===== src/design/ple_pkg.sv =====
// Package for the positional list engine: sizes, operation and status codes,
// sequencer states and the memory command bundle.
// No dependencies.
package ple_pkg;

	localparam int DEPTH = 32;
	localparam int IDX_W = $clog2(DEPTH);
	localparam int LEN_W = 6;
	localparam int POS_W = 7;
	localparam int VAL_W = 32;
	localparam int OP_W  = 3;
	localparam int ST_W  = 2;

	typedef enum logic [OP_W-1:0] {
		OP_INS_FIRST = 3'd0,
		OP_INS_LAST  = 3'd1,
		OP_INS_AT    = 3'd2,
		OP_DEL_FIRST = 3'd3,
		OP_DEL_LAST  = 3'd4,
		OP_DEL_AT    = 3'd5,
		OP_DUMP      = 3'd6
	} op_t;

	typedef enum logic [ST_W-1:0] {
		STAT_OK     = 2'd0,
		STAT_FULL   = 2'd1,
		STAT_BADPOS = 2'd2,
		STAT_EMPTY  = 2'd3
	} status_t;

	typedef enum logic [2:0] {
		S_IDLE,
		S_MOVE,
		S_PUT,
		S_REPLY,
		S_DUMP
	} state_t;

	typedef struct packed {
		logic                    re;
		logic [IDX_W-1:0]        raddr;
		logic                    we;
		logic [IDX_W-1:0]        waddr;
		logic signed [VAL_W-1:0] wdata;
	} ram_cmd_t;

endpackage


===== src/design/ple_if.sv =====
// Handshake interfaces for the positional list engine: request and result channels.
// Depends on ple_pkg.
interface ple_req_if import ple_pkg::*; ();
	logic                    valid;
	logic                    ready;
	logic [OP_W-1:0]         op;
	logic signed [VAL_W-1:0] value;
	logic [POS_W-1:0]        position;

	modport source (output valid, output op, output value, output position, input ready);
	modport sink (input valid, input op, input value, input position, output ready);
endinterface

interface ple_rsp_if import ple_pkg::*; ();
	logic                    valid;
	logic                    ready;
	logic signed [VAL_W-1:0] value_out;
	logic [LEN_W-1:0]        length;
	logic [ST_W-1:0]         status;
	logic                    last;

	modport source (output valid, output value_out, output length, output status,
		output last, input ready);
	modport sink (input valid, input value_out, input length, input status,
		input last, output ready);
endinterface


===== src/design/ple_ram.sv =====
// Element store: one write port, one read port, read data registered.
// Depends on ple_pkg.
module ple_ram import ple_pkg::*; (
	input  logic                    clk,
	input  ram_cmd_t                cmd,
	output logic signed [VAL_W-1:0] rdata
);

	logic signed [VAL_W-1:0] mem [DEPTH];

	always_ff @(posedge clk) begin
		if (cmd.we) begin
			mem[cmd.waddr] <= cmd.wdata;
		end
		if (cmd.re) begin
			rdata <= mem[cmd.raddr];
		end
	end

endmodule


===== src/design/positional_list_engine.sv =====
// Positional list engine: an ordered list of signed 32-bit values held in a
// single-port-pair memory, with insert, delete and dump requests.
// Depends on ple_pkg, ple_if and ple_ram.

// The list lives packed in a 32-entry memory (one read and one write port, read
// data registered); slot 0 is the front. One request is handled at a time.
// An insert or delete shifts every element behind the affected slot by one place,
// one element per cycle: the read of the next element overlaps the write-back of
// the previous one. The more elements lie behind the slot, the longer the shift,
// so front inserts and deletes of long lists are the slowest. After the shift an
// insert writes its own value into the slot. A rejected request (full, bad position,
// empty) skips the memory and goes straight to the reply state. A dump reads each
// element from memory and loads it into the output register before the next read,
// which also waits for that register to be free; the request side stays closed until
// the last one is loaded. Results wait in an output register, so a stalled consumer
// only holds the engine at the point where it needs to load another result.
module positional_list_engine import ple_pkg::*; (
	input  logic   clk,
	input  logic   arst_n,
	ple_req_if.sink   req,
	ple_rsp_if.source rsp
);

	state_t state_q, state_d;

	logic [LEN_W-1:0]        count_q;
	logic signed [VAL_W-1:0] value_q;
	logic [IDX_W-1:0]        idx_q;
	logic [IDX_W-1:0]        ptr_q;
	logic [LEN_W-1:0]        left_q;
	logic                    ins_q;
	status_t                 status_q;

	logic                    rd_pend_s1;
	logic                    last_s1;
	logic [IDX_W-1:0]        waddr_s1;

	logic                    out_valid_q;
	logic signed [VAL_W-1:0] out_value_q;
	logic [LEN_W-1:0]        out_len_q;
	logic [ST_W-1:0]         out_status_q;
	logic                    out_last_q;

	ram_cmd_t                ram_cmd;
	logic signed [VAL_W-1:0] ram_rdata;

	// decode of the incoming request
	status_t          dec_status;
	logic             dec_ins;
	logic             dec_del;
	logic             dec_dump;
	logic [IDX_W-1:0] dec_idx;
	logic [LEN_W-1:0] dec_moves;
	logic [IDX_W-1:0] dec_src;
	logic [LEN_W-1:0] dec_count;
	logic [POS_W-1:0] cnt_ext;
	logic [POS_W-1:0] pos_m1;
	logic [LEN_W-1:0] idx_ext;

	// sequencer outputs
	logic             accept;
	logic             out_free;
	logic             out_load;
	logic signed [VAL_W-1:0] out_value;
	status_t          out_status;
	logic             out_last;
	logic             step;

	assign accept   = req.valid && req.ready;
	assign out_free = !out_valid_q || rsp.ready;
	assign cnt_ext  = {{(POS_W-LEN_W){1'b0}}, count_q};
	assign pos_m1   = req.position - POS_W'(1);

	always_comb begin
		dec_status = STAT_OK;
		dec_ins    = 1'b0;
		dec_del    = 1'b0;
		dec_dump   = 1'b0;
		dec_idx    = '0;
		dec_count  = count_q;
		case (req.op)
			OP_INS_FIRST, OP_INS_LAST, OP_INS_AT: begin
				if (count_q == LEN_W'(DEPTH)) begin
					dec_status = STAT_FULL;
				end else if (req.op == OP_INS_FIRST) begin
					dec_ins = 1'b1;
				end else if (req.op == OP_INS_LAST) begin
					dec_ins = 1'b1;
					dec_idx = count_q[IDX_W-1:0];
				end else if (req.position == '0 || req.position > cnt_ext + POS_W'(1)) begin
					dec_status = STAT_BADPOS;
				end else begin
					dec_ins = 1'b1;
					dec_idx = pos_m1[IDX_W-1:0];
				end
				if (dec_ins) begin
					dec_count = count_q + LEN_W'(1);
				end
			end
			OP_DEL_FIRST, OP_DEL_LAST, OP_DEL_AT: begin
				if (count_q == '0) begin
					dec_status = STAT_EMPTY;
				end else if (req.op == OP_DEL_FIRST) begin
					dec_del = 1'b1;
				end else if (req.op == OP_DEL_LAST) begin
					dec_del = 1'b1;
					dec_idx = IDX_W'(count_q - LEN_W'(1));
				end else if (req.position == '0 || req.position > cnt_ext) begin
					dec_status = STAT_BADPOS;
				end else begin
					dec_del = 1'b1;
					dec_idx = pos_m1[IDX_W-1:0];
				end
				if (dec_del) begin
					dec_count = count_q - LEN_W'(1);
				end
			end
			OP_DUMP: begin
				if (count_q == '0) begin
					dec_status = STAT_EMPTY;
				end else begin
					dec_dump = 1'b1;
				end
			end
			default: begin
				dec_status = STAT_OK;
			end
		endcase
	end

	assign idx_ext = {{(LEN_W-IDX_W){1'b0}}, dec_idx};

	// insert: copy from the back towards the slot; delete: pull the tail forwards
	always_comb begin
		if (dec_ins) begin
			dec_moves = count_q - idx_ext;
			dec_src   = IDX_W'(count_q - LEN_W'(1));
		end else if (dec_del) begin
			dec_moves = count_q - LEN_W'(1) - idx_ext;
			dec_src   = dec_idx + IDX_W'(1);
		end else begin
			dec_moves = count_q;
			dec_src   = '0;
		end
	end

	// next state
	always_comb begin
		state_d = state_q;
		case (state_q)
			S_IDLE: begin
				if (accept) begin
					if (dec_dump) begin
						state_d = S_DUMP;
					end else if (dec_ins || dec_del) begin
						state_d = S_MOVE;
					end else begin
						state_d = S_REPLY;
					end
				end
			end
			S_MOVE: begin
				if (left_q == '0 && !rd_pend_s1) begin
					state_d = ins_q ? S_PUT : S_REPLY;
				end
			end
			S_PUT: begin
				state_d = S_REPLY;
			end
			S_REPLY: begin
				if (out_free) begin
					state_d = S_IDLE;
				end
			end
			S_DUMP: begin
				if (left_q == '0 && !rd_pend_s1) begin
					state_d = S_IDLE;
				end
			end
			default: begin
				state_d = S_IDLE;
			end
		endcase
	end

	// sequencer outputs: memory commands and result loading
	always_comb begin
		req.ready     = 1'b0;
		step          = 1'b0;
		ram_cmd.re    = 1'b0;
		ram_cmd.raddr = ptr_q;
		ram_cmd.we    = 1'b0;
		ram_cmd.waddr = waddr_s1;
		ram_cmd.wdata = ram_rdata;
		out_load      = 1'b0;
		out_value     = '0;
		out_status    = status_q;
		out_last      = 1'b1;
		case (state_q)
			S_IDLE: begin
				req.ready = 1'b1;
			end
			S_MOVE: begin
				step       = (left_q != '0);
				ram_cmd.re = step;
				ram_cmd.we = rd_pend_s1;
			end
			S_PUT: begin
				ram_cmd.we    = 1'b1;
				ram_cmd.waddr = idx_q;
				ram_cmd.wdata = value_q;
			end
			S_REPLY: begin
				out_load = out_free;
			end
			S_DUMP: begin
				step       = (left_q != '0) && !rd_pend_s1 && out_free;
				ram_cmd.re = step;
				out_load   = rd_pend_s1;
				out_value  = ram_rdata;
				out_status = STAT_OK;
				out_last   = last_s1;
			end
			default: begin
				req.ready = 1'b0;
			end
		endcase
	end

	ple_ram u_ram (
		.clk   (clk),
		.cmd   (ram_cmd),
		.rdata (ram_rdata)
	);

	always_ff @(posedge clk or negedge arst_n) begin
		if (!arst_n) begin
			state_q     <= S_IDLE;
			count_q     <= '0;
			left_q      <= '0;
			rd_pend_s1  <= 1'b0;
			out_valid_q <= 1'b0;
		end else begin
			state_q    <= state_d;
			rd_pend_s1 <= step;
			if (accept) begin
				count_q <= dec_count;
				left_q  <= (dec_ins || dec_del || dec_dump) ? dec_moves : '0;
			end else if (step) begin
				left_q <= left_q - LEN_W'(1);
			end
			// hold the result until taken, replace it as soon as it goes
			if (out_load) begin
				out_valid_q <= 1'b1;
			end else if (rsp.ready) begin
				out_valid_q <= 1'b0;
			end
		end
	end

	always_ff @(posedge clk) begin
		if (accept) begin
			value_q  <= req.value;
			idx_q    <= dec_idx;
			ins_q    <= dec_ins;
			status_q <= dec_status;
			ptr_q    <= dec_src;
		end else if (step) begin
			// advance the source pointer: down for inserts, up for deletes and dumps
			ptr_q <= ins_q ? ptr_q - IDX_W'(1) : ptr_q + IDX_W'(1);
		end
		if (step) begin
			waddr_s1 <= ins_q ? ptr_q + IDX_W'(1) : ptr_q - IDX_W'(1);
			last_s1  <= (left_q == LEN_W'(1));
		end
		if (out_load) begin
			out_value_q  <= out_value;
			out_len_q    <= count_q;
			out_status_q <= out_status;
			out_last_q   <= out_last;
		end
	end

	assign rsp.valid     = out_valid_q;
	assign rsp.value_out = out_value_q;
	assign rsp.length    = out_len_q;
	assign rsp.status    = out_status_q;
	assign rsp.last      = out_last_q;

endmodule


===== src/flat_wrapper.sv =====
// flat-port wrapper written by rule: the top's interface ports become plain ports
module positional_list_engine_flat import ple_pkg::*;
  (clk, arst_n, req_valid, req_op, req_value, req_position, req_ready, rsp_valid, rsp_value_out, rsp_length, rsp_status, rsp_last, rsp_ready);
  ple_req_if req_i ();
  ple_rsp_if rsp_i ();
  input  logic clk;
  input  logic arst_n;
  input wire logic [$bits(req_i.valid)-1:0] req_valid;
  input wire logic [$bits(req_i.op)-1:0] req_op;
  input wire logic [$bits(req_i.value)-1:0] req_value;
  input wire logic [$bits(req_i.position)-1:0] req_position;
  output wire logic [$bits(req_i.ready)-1:0] req_ready;
  output wire logic [$bits(rsp_i.valid)-1:0] rsp_valid;
  output wire logic [$bits(rsp_i.value_out)-1:0] rsp_value_out;
  output wire logic [$bits(rsp_i.length)-1:0] rsp_length;
  output wire logic [$bits(rsp_i.status)-1:0] rsp_status;
  output wire logic [$bits(rsp_i.last)-1:0] rsp_last;
  input wire logic [$bits(rsp_i.ready)-1:0] rsp_ready;
  assign req_i.valid = req_valid;
  assign req_i.op = req_op;
  assign req_i.value = req_value;
  assign req_i.position = req_position;
  assign req_ready = req_i.ready;
  assign rsp_valid = rsp_i.valid;
  assign rsp_value_out = rsp_i.value_out;
  assign rsp_length = rsp_i.length;
  assign rsp_status = rsp_i.status;
  assign rsp_last = rsp_i.last;
  assign rsp_i.ready = rsp_ready;
  positional_list_engine u_core (.clk(clk), .arst_n(arst_n), .req(req_i), .rsp(rsp_i));
endmodule

===== config.mk =====
export PLATFORM = sky130hd
export DESIGN_NAME = positional_list_engine_flat
export DESIGN_NICKNAME = d
export VERILOG_FILES = /design/src/design/ple_pkg.sv /design/src/design/ple_if.sv /design/src/design/ple_ram.sv /design/src/design/positional_list_engine.sv /design/src/flat_wrapper.sv
export SDC_FILE = /design/constraint.sdc
export NUM_CORES = 1
export LEC_CHECK = 0
export ABC_AREA = 0
export ABC_CLOCK_PERIOD_IN_PS = 4700
export BUFFER_PORTS_ARGS = -buffer_cell sky130_fd_sc_hd__buf_2
export CORE_MARGIN = 5
export CORE_UTILIZATION = 45
export DETAILED_ROUTE_END_ITERATION = 10
export PLACE_DENSITY = 0.71
export SLEW_MARGIN = 0
export SYNTH_ARGS = -nofsm -noshare
export SYNTH_HDL_FRONTEND = slang
export SYNTH_SLANG_ARGS = --single-unit

===== constraint.sdc =====
create_clock -name clk -period 4.7 [get_ports clk]
set_input_delay 0.705 -clock clk [delete_from_list [all_inputs] [get_ports clk]]
set_output_delay 0.705 -clock clk [all_outputs]
set_load 0.03 [all_outputs]

==> flow_metrics.py <==
metrics = {
    "sta": {
        "timing.setup.tns_ps": 0,
        "hold_viol": 0,
        "relSlewSlack": 0.227,
        "period_needed_ps": 4170,
        "fin_hold_ws_ps": 190,
        "drv_slew": 0,
        "clock_skew_ps": 21.3,
        "worstMarginPinSlew_ps": 1160,
        "finalCritPeriodShare": 0.887,
        "clock.fmax_ghz": 0.240,
        "setup_violations": 0,
        "rsz0062_at_grt": "false",
    },
    "run": {
        "maxCapViolations": 0,
    },
    "layout": {
        "postLayoutCellArea_um2": 52400,
        "fill_cells": 7841,
        "drive_gt1_frac": 0.330,
        "nNetsFinal": 2318,
        "register_area_um2": 34900,
        "finalNonFillerCells": 3699,
        "final_cell_mix": "1,148 x edfxtp_1, 320 x mux4_2, 110 x clkbuf_16",
        "synthToLayoutAreaGrowth_pct": 14.0,
        "multi_input_area_um2": 10800,
        "final_common_cell": "edfxtp_1",
    },
    "synth": {
        "yosysWarnings": 0,
        "syn_avg_cell_area_um2": 22.3,
        "syn_nets": 2140,
        "synthTopCellsByArea": "edfxtp_1 75%, mux4_2 16%, mux2_2 1.6%, dfrtp_1 0.93%, ha_1 0.90%",
        "synth_top_family_by_area": "multiplexers",
        "synth-xor-area-share": 0.00743,
        "async_flop_share": 0.0146,
        "synthMuxAreaShare": 0.174,
        "synth-simple-area-share": 0.0217,
        "synth-adder-area-share": 0.00985,
        "ys.flop_type": "edfxtp_1",
        "syn-instance-count": 2059,
        "netlist.area_leader.share": 0.750,
        "syn_area_um2": 46000,
        "synth_seq_area_share": 0.759,
        "synth_top_area_cell": "edfxtp_1",
        "synth_edf_count": 1148,
        "synth_compound_area_frac": 0.0158,
        "ys_types": 68,
        "ys_ff_latch": 1165,
    },
    "detailed_routing": {
        "ant_nets": 0,
        "drt_iter0_drc": 2815,
        "vias": 22001,
        "wl_um": 108000,
        "drc": 0,
        "vias_per_cell": 5.95,
        "first_pass_iters": 5,
        "wl_per_cell_um": 29.2,
    },
    "cts": {
        "cts_tree": "built",
        "cts_htree_levels": 3,
        "cts.sinks": 1165,
        "clkSlewWorstSetupHoldPaths_ps": 60,
        "root_buffer": "clkbuf_16",
        "cts_resized": 0,
        "clk_latency_ps": 690,
        "cts_buffers": 109,
        "clk_path_buf_depth": 3,
    },
    "worst_setup_path": {
        "crit_buf_inv": 2,
        "slowest_delay_ps": 540,
        "cp_data_arrival_time_ps": 4710,
        "cp_top_family": "compound AO/OA/AOI/OAI gates",
        "end_kind": "register",
        "critPathSlowestCell": "dfrtp_1",
        "crit_path_start_kind": "register",
        "path_cells": "ha_1, nand3_1, xnor2_1, ha_1, a21oi_1, o21ai_0, o22ai_1, nand4_1, o221a_2, inv_1, ha_1, inv_1, a21o_1, a311o_1, a21oi_1, xnor2_1, a32oi_1, xnor2_1, o22ai_1",
        "path_max_fanout": 9,
        "worst-setup-path-type": "register to register",
        "worstPathRequired_ps": 5240,
    },
    "status": {
        "status": "finished clean",
    },
    "placed_design": {
        "placed_cell_area_um2": 48900,
        "gp_congestion": 0.771,
        "io_buffers": 88,
        "hpwl_um": 58900,
        "dp.cells": 3492,
    },
    "floorplanning": {
        "core.rowCount": 117,
        "start_util": 0.453,
        "core_area_um2": 102000,
        "dieArea_um2": 109000,
        "die_w_um": 330,
        "io_pins": 89,
        "die_height_um": 330,
    },
    "power": {
        "leakagePower_nw": 16.6,
        "p_per_area_nw_per_um2": 654,
        "finalPower_mw": 34.3,
        "vdd_drop_max_mv": 0.590,
    },
    "hold_path": {
        "hold_class": "input pin to register",
    },
    "grt": {
        "grt_pass1_vias": 22432,
        "antenna_found_initial": 2,
        "grt-ovfl-total": 0,
        "track_usage": 0.199,
        "grt_max_degree": 155,
        "grt_first_pass_wirelength_um": 157000,
    },
}
## layer usage
| metal | up-vias | routed length [µm] | global-route usage | share of wire |
|---|---|---|---|---|
| li1 | 9053 | - | - | - |
| met1 | 11707 | 44000 | 0.288 | 0.41 |
| met2 | 1080 | 52000 | 0.316 | 0.48 |
| met3 | 161 | 9660 | 0.0397 | 0.090 |
| met4 | 0 | 2340 | 0.0468 | 0.022 |
| met5 | - | 0 | 0 | 0 |
## registers in the layout, summed over array words and instances (netlist names)
| signal | count |
|---|---|
| u_core.u_ram.mem | 1024 |
| u_core.rsp.value_out | 32 |
| u_core.u_ram.rdata | 32 |
| u_core.value_q | 32 |
| u_core.count_q | 6 |
| u_core.left_q | 6 |
| u_core.rsp.length | 6 |
| u_core.idx_q | 5 |
| u_core.ptr_q | 5 |
| u_core.waddr_s1 | 5 |
| u_core.state_q | 3 |
| u_core.rsp.status | 2 |
| u_core.status_q | 2 |
| u_core.ins_q | 1 |
| u_core.last_s1 | 1 |
| u_core.rd_pend_s1 | 1 |
| u_core.rsp.last | 1 |
| u_core.rsp.valid | 1 |
## cell families after synthesis
kind of cell               Yosys count
and+or+nand+nor                    195
xor gates and xnor gates            39
muxes                              393
adders and majority gates           35
buffers and inverters              130
DFF                               1165
AOI/OAI and AO/OA                  102
## worst reg2reg max path, delay by kind of cell, from the launching register on
family / cells / cell delay, ps
xor+xnor: 3 / 390
buf+inv: 2 / 200
simple gates: 2 / 320
fa+ha+maj: 3 / 730
compound gates: 9 / 1860
flops: 1 / 540
## metrics by stage
stage | worst slack, ps | utilization
6_report | 531 | 0.516
5_1_grt | 105 | 0.516
4_1_cts | 332 | 0.516
3_3_place_gp | 371 | 0.482
2_1_floorplan | 299 | -
3_5_place_dp | 379 | 0.482
## cell type report
| cell class | count | share of cell area |
|---|---|---|
| Multi-Input combinational cell | 764 | 0.206 |
| Tap cell | 1368 | 0.0326 |
| Clock inverter | 73 | 0.0121 |
| Clock buffer | 130 | 0.0541 |
| Sequential cell | 1165 | 0.666 |
| Inverter | 27 | 0.00193 |
| Timing Repair Buffer | 170 | 0.0273 |
| Antenna cell | 2 | 0.0000955 |
## final timing paths
kind	from	end	slack [ps]	cells past startpoint
max	u_core.count_q[0]	u_core.left_q[5]	530	19
max reg2reg	u_core.count_q[0]	u_core.left_q[5]	530	19
min reg2reg	u_core.last_s1	u_core.rsp.last	520	1
min in group asynchronous	arst_n	u_core.count_q[4]	520	2
max in group asynchronous	arst_n	u_core.state_q[2]	3820	2
min	req_value[16]	u_core.value_q[16]	190	1
## cell usage after synthesis, types with 3 or more instances
cell	n
a21oi_1	25
clkbuf_1	56
o21ai_0	18
inv_1	24
buf_6	3
dfrtp_1	17
buf_1	29
a31oi_1	4
and2_1	6
mux2i_1	6
edfxtp_1	1148
a221oi_1	4
nand3_1	13
ha_1	33
and3_1	33
a22oi_1	4
nor2_1	57
mux2_2	67
o22ai_1	6
xor2_1	11
mux4_2	320
or2_2	3
nand2b_1	6
o21a_1	3
nand4_1	4
nor3_1	9
a21o_1	8
xnor2_1	28
o31ai_1	3
nand2_1	40
nor2b_1	6
o2111ai_1	3
buf_2	6
buf_4	8
nand3b_1	6
## what timing repair did
item                                    CTS  global route
buffers inserted                          0             1
hold endpoints to repair                 17             0
endpoints found under the setup margin    0             2
hold buffers                              1             0
## report_power, final
group,internal (mW),switching [mW],total [mW]
logic,4.39,6.31,10.7
registers,14.5,0.498,15.0
clock network,4.76,3.78,8.54
total,23.7,10.6,34.3
Power figures use the tool's default switching activity.
